[src/rtl/core/stpq_pkg.sv]
// Shared types and codes for the sequenced trajectory point queue.
// Holds command, mode, status and sequencer enums plus the beat and entry structs.
// No dependencies.
`timescale 1ns / 1ps
`default_nettype none

package stpq_pkg;

  typedef enum logic [1:0] {
    CMD_RESET_PUSH    = 2'd0,
    CMD_PUSH          = 2'd1,
    CMD_TAKE          = 2'd2,
    CMD_REQUIRE_RESET = 2'd3
  } cmd_e;

  typedef enum logic [1:0] {
    MODE_IDLE    = 2'd0,
    MODE_PREFILL = 2'd1,
    MODE_RUNNING = 2'd2,
    MODE_HOLD    = 2'd3
  } mode_e;

  typedef enum logic [2:0] {
    ST_OK           = 3'd0,
    ST_RESET_NEEDED = 3'd1,
    ST_SEQ_ERROR    = 3'd2,
    ST_FULL         = 3'd3,
    ST_HOLD         = 3'd4,
    ST_WAIT         = 3'd5,
    ST_GRACE        = 3'd6,
    ST_POINT        = 3'd7
  } status_e;

  typedef enum logic {
    FSM_IDLE = 1'b0,
    FSM_EXEC = 1'b1
  } fsm_e;

  // Fault codes latched as hold reasons
  localparam logic [7:0] ReasonSequence = 8'd1;
  localparam logic [7:0] ReasonOverflow = 8'd2;
  localparam logic [7:0] ReasonUnderrun = 8'd3;
  localparam logic [7:0] ReasonExpired  = 8'd4;

  // Register indexes on the configuration port
  localparam logic RegPrefillThreshold = 1'b0;
  localparam logic RegGraceLimit       = 1'b1;

  localparam logic [4:0] PrefillThresholdReset = 5'd4;
  localparam logic [7:0] GraceLimitReset       = 8'd2;

  typedef struct packed {
    logic [1:0]  command;
    logic [7:0]  point_sequence;
    logic [31:0] point_tick;
    logic [15:0] point_validity;
    logic [63:0] point_payload;
    logic [31:0] now_tick;
    logic [7:0]  hold_reason_in;
  } in_item_t;

  typedef struct packed {
    logic [2:0]  status;
    logic [7:0]  out_sequence;
    logic [31:0] out_tick;
    logic [15:0] out_validity;
    logic [63:0] out_payload;
    logic [31:0] out_generation;
    logic [1:0]  run_state;
    logic        rebuild_needed;
    logic [4:0]  point_count;
    logic [7:0]  hold_reason_out;
    logic [7:0]  next_sequence;
  } out_item_t;

  // One queued point as it sits in the ring storage
  typedef struct packed {
    logic [7:0]  seq;
    logic [31:0] tick;
    logic [15:0] validity;
    logic [63:0] payload;
  } entry_t;

endpackage

`default_nettype wire

[src/rtl/core/sequenced_trajectory_point_queue.sv]
// Top level of the sequenced trajectory point queue.
// Instantiates stpq_store and stpq_ctrl; holds the APB registers, sequencer and
// output register. Uses stpq_pkg.
//
// Usage:
//   - Command beats enter on in_item_i with in_valid_i/in_ready_o. Each beat
//     carries one of reset_push, push, take or require_reset and yields exactly
//     one result beat on out_item_o with out_valid_o/out_ready_i.
//   - Each accepted beat is handled in order: the head entry is read from the
//     ring memory (registered read port), then the command is resolved and
//     committed. A new beat is accepted only after the previous one commits;
//     the result is loaded into the output register at commit.
//   - The output register decouples the sides: a new command beat is accepted
//     while the previous result still waits. When the receiver stalls with a
//     result pending, the next command is held in the resolve cycle and commits
//     as soon as the output register frees.
//   - Reset leaves the queue idle with a rebuild required; the ring memories
//     are not cleared, since no entry is read before it is written. Registers
//     return to prefill_threshold 4 and grace_limit 2.
//   - Configuration: APB at paddr 0 (prefill_threshold) and 4 (grace_limit);
//     write only while no command is in flight.
`timescale 1ns / 1ps
`default_nettype none

module sequenced_trajectory_point_queue #(
  parameter int QUEUE_DEPTH = 16
) (
  input  wire logic                clk_i,
  input  wire logic                rst_ni,
  input  wire logic                in_valid_i,
  output logic                     in_ready_o,
  input  wire stpq_pkg::in_item_t  in_item_i,
  output logic                     out_valid_o,
  input  wire logic                out_ready_i,
  output stpq_pkg::out_item_t      out_item_o,
  input  wire logic                psel,
  input  wire logic                penable,
  input  wire logic                pwrite,
  input  wire logic [2:0]          paddr,
  input  wire logic [31:0]         pwdata,
  output logic [31:0]              prdata,
  output logic                     pready
);

  localparam int IdxW = $clog2(QUEUE_DEPTH);

  stpq_pkg::fsm_e      fsm_q, fsm_d;
  stpq_pkg::in_item_t  item_q;
  stpq_pkg::out_item_t out_q;
  stpq_pkg::out_item_t result;
  stpq_pkg::entry_t    head_entry;
  stpq_pkg::entry_t    wr_entry;
  logic                out_valid_q, out_valid_d;
  logic                accept;
  logic                commit;
  logic                wr_en;
  logic [IdxW-1:0]     wr_addr;
  logic [IdxW-1:0]     head_addr;
  logic [4:0]          prefill_threshold_q;
  logic [7:0]          grace_limit_q;
  logic                cfg_write;

  // APB: zero-wait, register select on paddr[2]
  assign pready    = 1'b1;
  assign cfg_write = psel && penable && pwrite;

  always_ff @(posedge clk_i or negedge rst_ni) begin
    if (!rst_ni) begin
      prefill_threshold_q <= stpq_pkg::PrefillThresholdReset;
      grace_limit_q       <= stpq_pkg::GraceLimitReset;
    end else if (cfg_write) begin
      unique case (paddr[2])
        stpq_pkg::RegPrefillThreshold: prefill_threshold_q <= pwdata[4:0];
        stpq_pkg::RegGraceLimit:       grace_limit_q       <= pwdata[7:0];
        default:                       ;
      endcase
    end
  end

  always_comb begin
    unique case (paddr[2])
      stpq_pkg::RegPrefillThreshold: prdata = {27'd0, prefill_threshold_q};
      stpq_pkg::RegGraceLimit:       prdata = {24'd0, grace_limit_q};
      default:                       prdata = '0;
    endcase
  end

  // Sequencer: idle accepts a beat, exec resolves it once the output register is free
  assign accept     = in_valid_i && in_ready_o;
  assign commit     = (fsm_q == stpq_pkg::FSM_EXEC) && (!out_valid_q || out_ready_i);
  assign in_ready_o = (fsm_q == stpq_pkg::FSM_IDLE);

  always_comb begin
    fsm_d = fsm_q;
    unique case (fsm_q)
      stpq_pkg::FSM_IDLE: begin
        if (accept) begin
          fsm_d = stpq_pkg::FSM_EXEC;
        end
      end
      stpq_pkg::FSM_EXEC: begin
        if (commit) begin
          fsm_d = stpq_pkg::FSM_IDLE;
        end
      end
      default: fsm_d = stpq_pkg::FSM_IDLE;
    endcase
  end

  always_ff @(posedge clk_i or negedge rst_ni) begin
    if (!rst_ni) begin
      fsm_q <= stpq_pkg::FSM_IDLE;
    end else begin
      fsm_q <= fsm_d;
    end
  end

  // Hold the accepted command for the resolve cycle
  always_ff @(posedge clk_i) begin
    if (accept) begin
      item_q <= in_item_i;
    end
  end

  // Output register: load on commit, drop when the receiver takes it
  always_comb begin
    out_valid_d = out_valid_q;
    if (commit) begin
      out_valid_d = 1'b1;
    end else if (out_ready_i) begin
      out_valid_d = 1'b0;
    end
  end

  always_ff @(posedge clk_i or negedge rst_ni) begin
    if (!rst_ni) begin
      out_valid_q <= 1'b0;
    end else begin
      out_valid_q <= out_valid_d;
    end
  end

  always_ff @(posedge clk_i) begin
    if (commit) begin
      out_q <= result;
    end
  end

  assign out_valid_o = out_valid_q;
  assign out_item_o  = out_q;

  stpq_store #(
    .QUEUE_DEPTH(QUEUE_DEPTH)
  ) u_store (
    .clk_i      (clk_i),
    .wr_en_i    (wr_en && commit),
    .wr_addr_i  (wr_addr),
    .wr_entry_i (wr_entry),
    .rd_addr_i  (head_addr),
    .rd_entry_o (head_entry)
  );

  stpq_ctrl #(
    .QUEUE_DEPTH(QUEUE_DEPTH)
  ) u_ctrl (
    .clk_i               (clk_i),
    .rst_ni              (rst_ni),
    .commit_i            (commit),
    .item_i              (item_q),
    .prefill_threshold_i (prefill_threshold_q),
    .grace_limit_i       (grace_limit_q),
    .head_entry_i        (head_entry),
    .head_addr_o         (head_addr),
    .wr_en_o             (wr_en),
    .wr_addr_o           (wr_addr),
    .wr_entry_o          (wr_entry),
    .result_o            (result)
  );

endmodule

`default_nettype wire

[src/rtl/core/stpq_store.sv]
// Ring storage for queued points: metadata and payload memories.
// One write port, one registered read port. Uses stpq_pkg::entry_t.
`timescale 1ns / 1ps
`default_nettype none

module stpq_store #(
  parameter int QUEUE_DEPTH = 16
) (
  input  wire logic                           clk_i,
  input  wire logic                           wr_en_i,
  input  wire logic [$clog2(QUEUE_DEPTH)-1:0] wr_addr_i,
  input  wire stpq_pkg::entry_t               wr_entry_i,
  input  wire logic [$clog2(QUEUE_DEPTH)-1:0] rd_addr_i,
  output stpq_pkg::entry_t                    rd_entry_o
);

  logic [55:0] meta_mem [QUEUE_DEPTH];
  logic [63:0] payload_mem [QUEUE_DEPTH];
  logic [55:0] meta_rd_q;
  logic [63:0] payload_rd_q;

  always_ff @(posedge clk_i) begin
    if (wr_en_i) begin
      meta_mem[wr_addr_i]    <= {wr_entry_i.seq, wr_entry_i.tick, wr_entry_i.validity};
      payload_mem[wr_addr_i] <= wr_entry_i.payload;
    end
  end

  always_ff @(posedge clk_i) begin
    meta_rd_q    <= meta_mem[rd_addr_i];
    payload_rd_q <= payload_mem[rd_addr_i];
  end

  assign rd_entry_o.seq      = meta_rd_q[55:48];
  assign rd_entry_o.tick     = meta_rd_q[47:16];
  assign rd_entry_o.validity = meta_rd_q[15:0];
  assign rd_entry_o.payload  = payload_rd_q;

endmodule

`default_nettype wire

[src/rtl/core/stpq_ctrl.sv]
// Queue control: mode, pointers, count, sequence check, grace and hold reason.
// Resolves one command against the head entry read from stpq_store. Uses stpq_pkg.
`timescale 1ns / 1ps
`default_nettype none

module stpq_ctrl #(
  parameter int QUEUE_DEPTH = 16
) (
  input  wire logic                           clk_i,
  input  wire logic                           rst_ni,
  input  wire logic                           commit_i,
  input  wire stpq_pkg::in_item_t             item_i,
  input  wire logic [4:0]                     prefill_threshold_i,
  input  wire logic [7:0]                     grace_limit_i,
  input  wire stpq_pkg::entry_t               head_entry_i,
  output logic [$clog2(QUEUE_DEPTH)-1:0]      head_addr_o,
  output logic                                wr_en_o,
  output logic [$clog2(QUEUE_DEPTH)-1:0]      wr_addr_o,
  output stpq_pkg::entry_t                    wr_entry_o,
  output stpq_pkg::out_item_t                 result_o
);

  localparam int IdxW = $clog2(QUEUE_DEPTH);
  localparam int CntW = $clog2(QUEUE_DEPTH + 1);
  localparam int CmpW = (CntW > 5) ? CntW : 5;

  stpq_pkg::mode_e mode_q, mode_d;
  logic            rebuild_q, rebuild_d;
  logic            expv_q, expv_d;
  logic [7:0]      exp_seq_q, exp_seq_d;
  logic [IdxW-1:0] head_q, head_d;
  logic [IdxW-1:0] tail_q, tail_d;
  logic [CntW-1:0] count_q, count_d;
  logic [7:0]      grace_q, grace_d;
  logic [7:0]      reason_q, reason_d;
  logic [31:0]     gen_q, gen_d;

  logic [31:0]     age;
  logic            expired;
  logic            queue_full;
  logic            queue_empty;
  logic            prefill_done;
  logic [IdxW-1:0] tail_inc;
  logic [IdxW-1:0] head_inc;
  logic [7:0]      fault_reason;
  logic            fault;
  stpq_pkg::status_e status;
  logic            pop;

  assign age          = item_i.now_tick - head_entry_i.tick;
  assign expired      = (age >= {16'd0, head_entry_i.validity});
  assign queue_full   = (count_q == CntW'(QUEUE_DEPTH));
  assign queue_empty  = (count_q == '0);
  assign prefill_done = (CmpW'(count_q) >= CmpW'(prefill_threshold_i));
  assign tail_inc     = (tail_q == IdxW'(QUEUE_DEPTH - 1)) ? '0 : tail_q + 1'b1;
  assign head_inc     = (head_q == IdxW'(QUEUE_DEPTH - 1)) ? '0 : head_q + 1'b1;

  assign head_addr_o = head_q;
  assign wr_entry_o  = '{seq:      item_i.point_sequence,
                         tick:     item_i.point_tick,
                         validity: item_i.point_validity,
                         payload:  item_i.point_payload};

  always_comb begin
    mode_d       = mode_q;
    rebuild_d    = rebuild_q;
    expv_d       = expv_q;
    exp_seq_d    = exp_seq_q;
    head_d       = head_q;
    tail_d       = tail_q;
    count_d      = count_q;
    grace_d      = grace_q;
    reason_d     = reason_q;
    gen_d        = gen_q;
    fault        = 1'b0;
    fault_reason = '0;
    status       = stpq_pkg::ST_OK;
    pop          = 1'b0;
    wr_en_o      = 1'b0;
    wr_addr_o    = tail_q;

    unique case (item_i.command)
      stpq_pkg::CMD_RESET_PUSH: begin
        wr_en_o   = 1'b1;
        wr_addr_o = '0;
        head_d    = '0;
        tail_d    = IdxW'(1);
        count_d   = CntW'(1);
        grace_d   = '0;
        exp_seq_d = item_i.point_sequence + 8'd1;
        expv_d    = 1'b1;
        rebuild_d = 1'b0;
        gen_d     = gen_q + 32'd1;
        reason_d  = '0;
        mode_d    = stpq_pkg::MODE_PREFILL;
      end
      stpq_pkg::CMD_PUSH: begin
        priority if (rebuild_q || !expv_q ||
                     (mode_q != stpq_pkg::MODE_PREFILL &&
                      mode_q != stpq_pkg::MODE_RUNNING)) begin
          status = stpq_pkg::ST_RESET_NEEDED;
        end else if (item_i.point_sequence != exp_seq_q) begin
          fault        = 1'b1;
          fault_reason = stpq_pkg::ReasonSequence;
          status       = stpq_pkg::ST_SEQ_ERROR;
        end else if (queue_full) begin
          fault        = 1'b1;
          fault_reason = stpq_pkg::ReasonOverflow;
          status       = stpq_pkg::ST_FULL;
        end else begin
          if (mode_q == stpq_pkg::MODE_RUNNING && queue_empty) begin
            grace_d = '0;
          end
          wr_en_o   = 1'b1;
          tail_d    = tail_inc;
          count_d   = count_q + 1'b1;
          exp_seq_d = item_i.point_sequence + 8'd1;
        end
      end
      stpq_pkg::CMD_TAKE: begin
        if (rebuild_q || mode_q == stpq_pkg::MODE_HOLD) begin
          status = stpq_pkg::ST_HOLD;
        end else begin
          if (mode_q == stpq_pkg::MODE_PREFILL && prefill_done) begin
            mode_d  = stpq_pkg::MODE_RUNNING;
            grace_d = '0;
          end
          priority if (mode_d != stpq_pkg::MODE_RUNNING) begin
            status = stpq_pkg::ST_WAIT;
          end else if (queue_empty) begin
            if (grace_d < grace_limit_i) begin
              grace_d = grace_d + 8'd1;
              status  = stpq_pkg::ST_GRACE;
            end else begin
              fault        = 1'b1;
              fault_reason = stpq_pkg::ReasonUnderrun;
              status       = stpq_pkg::ST_HOLD;
            end
          end else if (expired) begin
            fault        = 1'b1;
            fault_reason = stpq_pkg::ReasonExpired;
            status       = stpq_pkg::ST_HOLD;
          end else begin
            grace_d = '0;
            pop     = 1'b1;
            head_d  = head_inc;
            count_d = count_q - 1'b1;
            status  = stpq_pkg::ST_POINT;
          end
        end
      end
      stpq_pkg::CMD_REQUIRE_RESET: begin
        fault        = 1'b1;
        fault_reason = item_i.hold_reason_in;
        status       = stpq_pkg::ST_HOLD;
      end
      default: begin
        status = stpq_pkg::ST_HOLD;
      end
    endcase

    // Flush the ring and park in hold; keep the first nonzero reason
    if (fault) begin
      if (reason_q == '0 && fault_reason != '0) begin
        reason_d = fault_reason;
      end
      mode_d    = stpq_pkg::MODE_HOLD;
      rebuild_d = 1'b1;
      expv_d    = 1'b0;
      exp_seq_d = '0;
      head_d    = '0;
      tail_d    = '0;
      count_d   = '0;
      grace_d   = '0;
    end
  end

  always_comb begin
    result_o                 = '0;
    result_o.status          = status;
    result_o.run_state       = mode_d;
    result_o.rebuild_needed  = rebuild_d;
    result_o.point_count     = 5'(count_d);
    result_o.hold_reason_out = reason_d;
    result_o.next_sequence   = exp_seq_d;
    if (pop) begin
      result_o.out_sequence   = head_entry_i.seq;
      result_o.out_tick       = head_entry_i.tick;
      result_o.out_validity   = head_entry_i.validity;
      result_o.out_payload    = head_entry_i.payload;
      result_o.out_generation = gen_q;
    end
  end

  always_ff @(posedge clk_i or negedge rst_ni) begin
    if (!rst_ni) begin
      mode_q    <= stpq_pkg::MODE_IDLE;
      rebuild_q <= 1'b1;
      expv_q    <= 1'b0;
      exp_seq_q <= '0;
      head_q    <= '0;
      tail_q    <= '0;
      count_q   <= '0;
      grace_q   <= '0;
      reason_q  <= '0;
      gen_q     <= '0;
    end else if (commit_i) begin
      mode_q    <= mode_d;
      rebuild_q <= rebuild_d;
      expv_q    <= expv_d;
      exp_seq_q <= exp_seq_d;
      head_q    <= head_d;
      tail_q    <= tail_d;
      count_q   <= count_d;
      grace_q   <= grace_d;
      reason_q  <= reason_d;
      gen_q     <= gen_d;
    end
  end

endmodule

`default_nettype wire
[config.mk]
export PLATFORM = sky130hd
export DESIGN_NAME = sequenced_trajectory_point_queue
export DESIGN_NICKNAME = d
export VERILOG_FILES = /design/src/rtl/core/stpq_pkg.sv /design/src/rtl/core/sequenced_trajectory_point_queue.sv /design/src/rtl/core/stpq_store.sv /design/src/rtl/core/stpq_ctrl.sv
export SDC_FILE = /design/constraint.sdc
export NUM_CORES = 2
export LEC_CHECK = 0
export ABC_AREA = 1
export BUFFER_PORTS_ARGS = -buffer_cell sky130_fd_sc_hd__buf_2
export CAP_MARGIN = 20
export CORE_MARGIN = 2
export CORE_UTILIZATION = 44
export CTS_CLUSTER_DIAMETER = 50
export DETAILED_ROUTE_END_ITERATION = 8
export PLACE_DENSITY = 0.62
export SKIP_LAST_GASP = 1
export SYNTH_ARGS = -nofsm -noshare
export SYNTH_HDL_FRONTEND = slang
export SYNTH_SLANG_ARGS = --single-unit
export TNS_END_PERCENT = 5
[constraint.sdc]
create_clock -name clk_i -period 18.7 [get_ports clk_i]
set_clock_uncertainty 0.15 [all_clocks]
set_input_delay 1.87 -clock clk_i [delete_from_list [all_inputs] [get_ports clk_i]]
set_output_delay 1.87 -clock clk_i [all_outputs]
set_load 0.02 [all_outputs]
==> results.sh <==
export IMPL_status="finished clean"
export IMPL_cp_slowest_stage_delay_ps=980
export IMPL_cpMaxStageDelayCell="buf_4"
export IMPL_netlist_area_um2=96280
export IMPL_io_pins=418
export IMPL_tns_ps=0
export IMPL_hold_path_startpoint="u_ctrl.grace_q[3]"
export IMPL_yosysTopAreaCell="edfxtp_1"
export IMPL_synth_area_leaders="edfxtp_1, nand2_1, o21ai_0"
export IMPL_wl_per_cell_um=23.85
export IMPL_drc_errors=0
export IMPL_critPathRequiredTime_ps=19070
export IMPL_syn_avg_cell_area_um2=12.86
export IMPL_ys_seq_area_share_pct=75.31
export IMPL_vdd_drop_max_v=0.0001098
export IMPL_ctsResizeCount=0
export IMPL_r2r_start="item_q[156]"
export IMPL_drt_iter0_drc=6886
export IMPL_die_area_um2=222600
export IMPL_slew_violations=0
export IMPL_path_clk_slew_ps=60
export IMPL_total_leakage_power_nw=40.34
export IMPL_overflow=0
export IMPL_grt_max_degree=214
export IMPL_fp_row_count=171
export IMPL_p_per_area_nw_per_um2=130.8
export IMPL_critPathKind="reg -> reg"
export IMPL_crit_arrival_ps=7080
export IMPL_initial_utilization_pct=44.29
export IMPL_placed_area_um2=101100
export IMPL_crit_fanout=49
export IMPL_cts_buffers=294
export IMPL_cts_tree="built"
export IMPL_layout_common_cells="edfxtp_1, nand2_1, nor2_1"
export IMPL_gp_congestion=0.8879
export IMPL_clockBufferDepth=4
export IMPL_grt_pass1_wl_um=381400
export IMPL_synth_main_ff_cell="edfxtp_1"
export IMPL_cts_setup_buffers=0
export IMPL_final_nets=8116
export IMPL_rsz0062_at_grt="false"
export IMPL_die_w_um=471.8
export IMPL_worstMarginPinSlew_ps=1169
export IMPL_cp_end_kind="register"
export IMPL_area_growth_syn_to_layout_pct=14.55
export IMPL_synth_edf_count=2261
export IMPL_cts_htree_levels=5
export IMPL_crit_path_start_kind="register"
export IMPL_routed_via_density=5.610
export IMPL_vias=61221
export IMPL_clock_latency_ps=930
export IMPL_crit_chain="xor2_1, nor4_1, nand2_1, nor2_2, nand2_1, o21ai_0, inv_1, nor2_1, nand4_1, nor2_4, buf_4, buf_4, buf_4"
export IMPL_place_hpwl_um=136300
export IMPL_first_pass_iters=6
export IMPL_clock_root_buffer="clkbuf_16"
export IMPL_finalHoldViolations=0
export IMPL_grt_usage_pct=22.86
export IMPL_layout_commonest_cell="edfxtp_1"
export IMPL_ys_ff_latch=2469
export IMPL_period_share_pct=35.87
export IMPL_portBuffers=366
export IMPL_cts_sinks=2469
export IMPL_timing_fmax_ghz=0.1491
export IMPL_crit_top_cell="buf_4"
export IMPL_grt_pass1_vias=58291
export IMPL_setup_viol=0
export IMPL_synth_async_reset_ratio_pct=3.564
export IMPL_ys_warn_count=0
export IMPL_synth_top_cell_area_share_pct=70.52
export IMPL_netlist_instances=7484
export IMPL_synth_cell_types=58
export IMPL_drt_wl_total_um=260200
export IMPL_fp_dieH_um=471.8
export IMPL_postRouteAntennaNets=0
export IMPL_cap_violations=0
export IMPL_relSlewSlack_pct=22.04
export IMPL_grt_antenna_before_repair=18
export IMPL_rrSetupSlack_ps=11990
export IMPL_finalCriticalPeriod_ps=6707
export IMPL_drive_above_1_share_pct=12.07
export IMPL_startpoint="item_q[156]"
export IMPL_final_area_um2=110300
export IMPL_min_path_type="reg -> reg"
export IMPL_core_area_um2=217400
export IMPL_postCtsHoldBufs=0
-- registers in the layout (all words and copies together), names as in the netlist, 2 cells and up --
name                  cells
u_store.payload_mem    1024
u_store.meta_mem        896
out_item_o              179
item_q                  162
u_store.payload_rd_q     64
u_store.meta_rd_q        56
u_ctrl.gen_q             32
grace_limit_q             8
u_ctrl.exp_seq_q          8
u_ctrl.grace_q            8
u_ctrl.reason_q           8
prefill_threshold_q       5
u_ctrl.count_q            5
u_ctrl.head_addr_o        4
u_ctrl.tail_q             4
u_ctrl.mode_q             2
-- final timing paths --
check	endpoint	cells past startpoint
min	u_ctrl.grace_q[3]	2
max	u_store.payload_mem[10][52]	13
min reg2reg	u_ctrl.grace_q[3]	2
min in group asynchronous	u_ctrl.gen_q[0]	1
max in group asynchronous	u_ctrl.head_addr_o[2]	2
max reg2reg	u_store.payload_mem[10][52]	13
-- logic make-up (layout without fill, tap and decap cells) --
| kind of cell | count (synthesis) | count (layout) | share of synthesized area, % |
|---|---|---|---|
| flip-flops | 2469 | 2469 | 75.31 |
| AO/OA/AOI/OAI | 1432 | 1432 | 8.640 |
| adder cells (fa/ha/maj) | 74 | 74 | 0.9695 |
| buffers and inverters | 839 | 1385 | 3.400 |
| XOR/XNOR | 54 | 54 | 0.4912 |
| other | 2 | 30 | 0.007800 |
| AND/OR/NAND/NOR | 2614 | 2614 | 11.19 |
-- layout make-up --
cell class / count / area (um2)
diodes: 5 / 12.51
fillers: 18422 / 107100
repair buffers: 465 / 2673
clock inverters: 135 / 1266
inverters: 409 / 1578
clock buffers: 376 / 7923
flip-flops and latches: 2469 / 72520
well taps: 2854 / 3571
multi-input cells: 4199 / 20750
-- per-stage QoR --
stage	instances	hold WS (ps)	util (%)	setup WS (ps)	total power [mW]
after floorplan	7507	291.6	-	10010	8.287
after global placement	10394	310.2	46.48	11220	9.049
after detailed placement	10395	313.2	46.49	11350	9.088
after CTS	10906	326.6	50.72	12050	14.52
after global routing	10908	363.1	50.73	11630	15.05
final	10912	324.9	50.74	11990	14.43
-- worst max-delay path: cells and delay by family (launching register included) --
kind,cells,cell delay (ps)
and+or+nand+nor,7,2020
DFF,1,690
AOI/OAI and AO/OA,1,470
buffers and inverters,4,2600
xor gates and xnor gates,1,270
-- metal layers --
layer | track usage [%] | share of wire [%]
met1 | 32.59 | 43
met2 | 37.15 | 48
met3 | 3.060 | 6.9
met4 | 5.898 | 2.2
met5 | 0 | 0.0027
-- power breakdown --
group,internal [mW],total [mW],switching [mW],leakage (nW)
Sequential,6.34,6.58,0.239,22.6
Clock,3.22,5.44,2.22,4.47
Combinational,0.669,2.41,1.74,13.3
-- synthesized netlist by cell type (all sizes together), types with 2 or more instances --
cell    number
edfxtp    2261
nand2     1349
nor2       788
o21ai      684
inv        408
clkbuf     366
a21oi      348
nand3      306
a221oi     144
o22ai      143
nand4      123
dfxtp      120
o221ai      97
dfrtp       85
ha          73
buf         64
xor2        53
nor3        17
nor4        10
and2         9
nand3b       6
or2          4
a22oi        3
a31oi        3
dfstp        3
o211ai       3
a41oi        2
conb         2
Note: power is estimated with default switching activity, not from simulation.
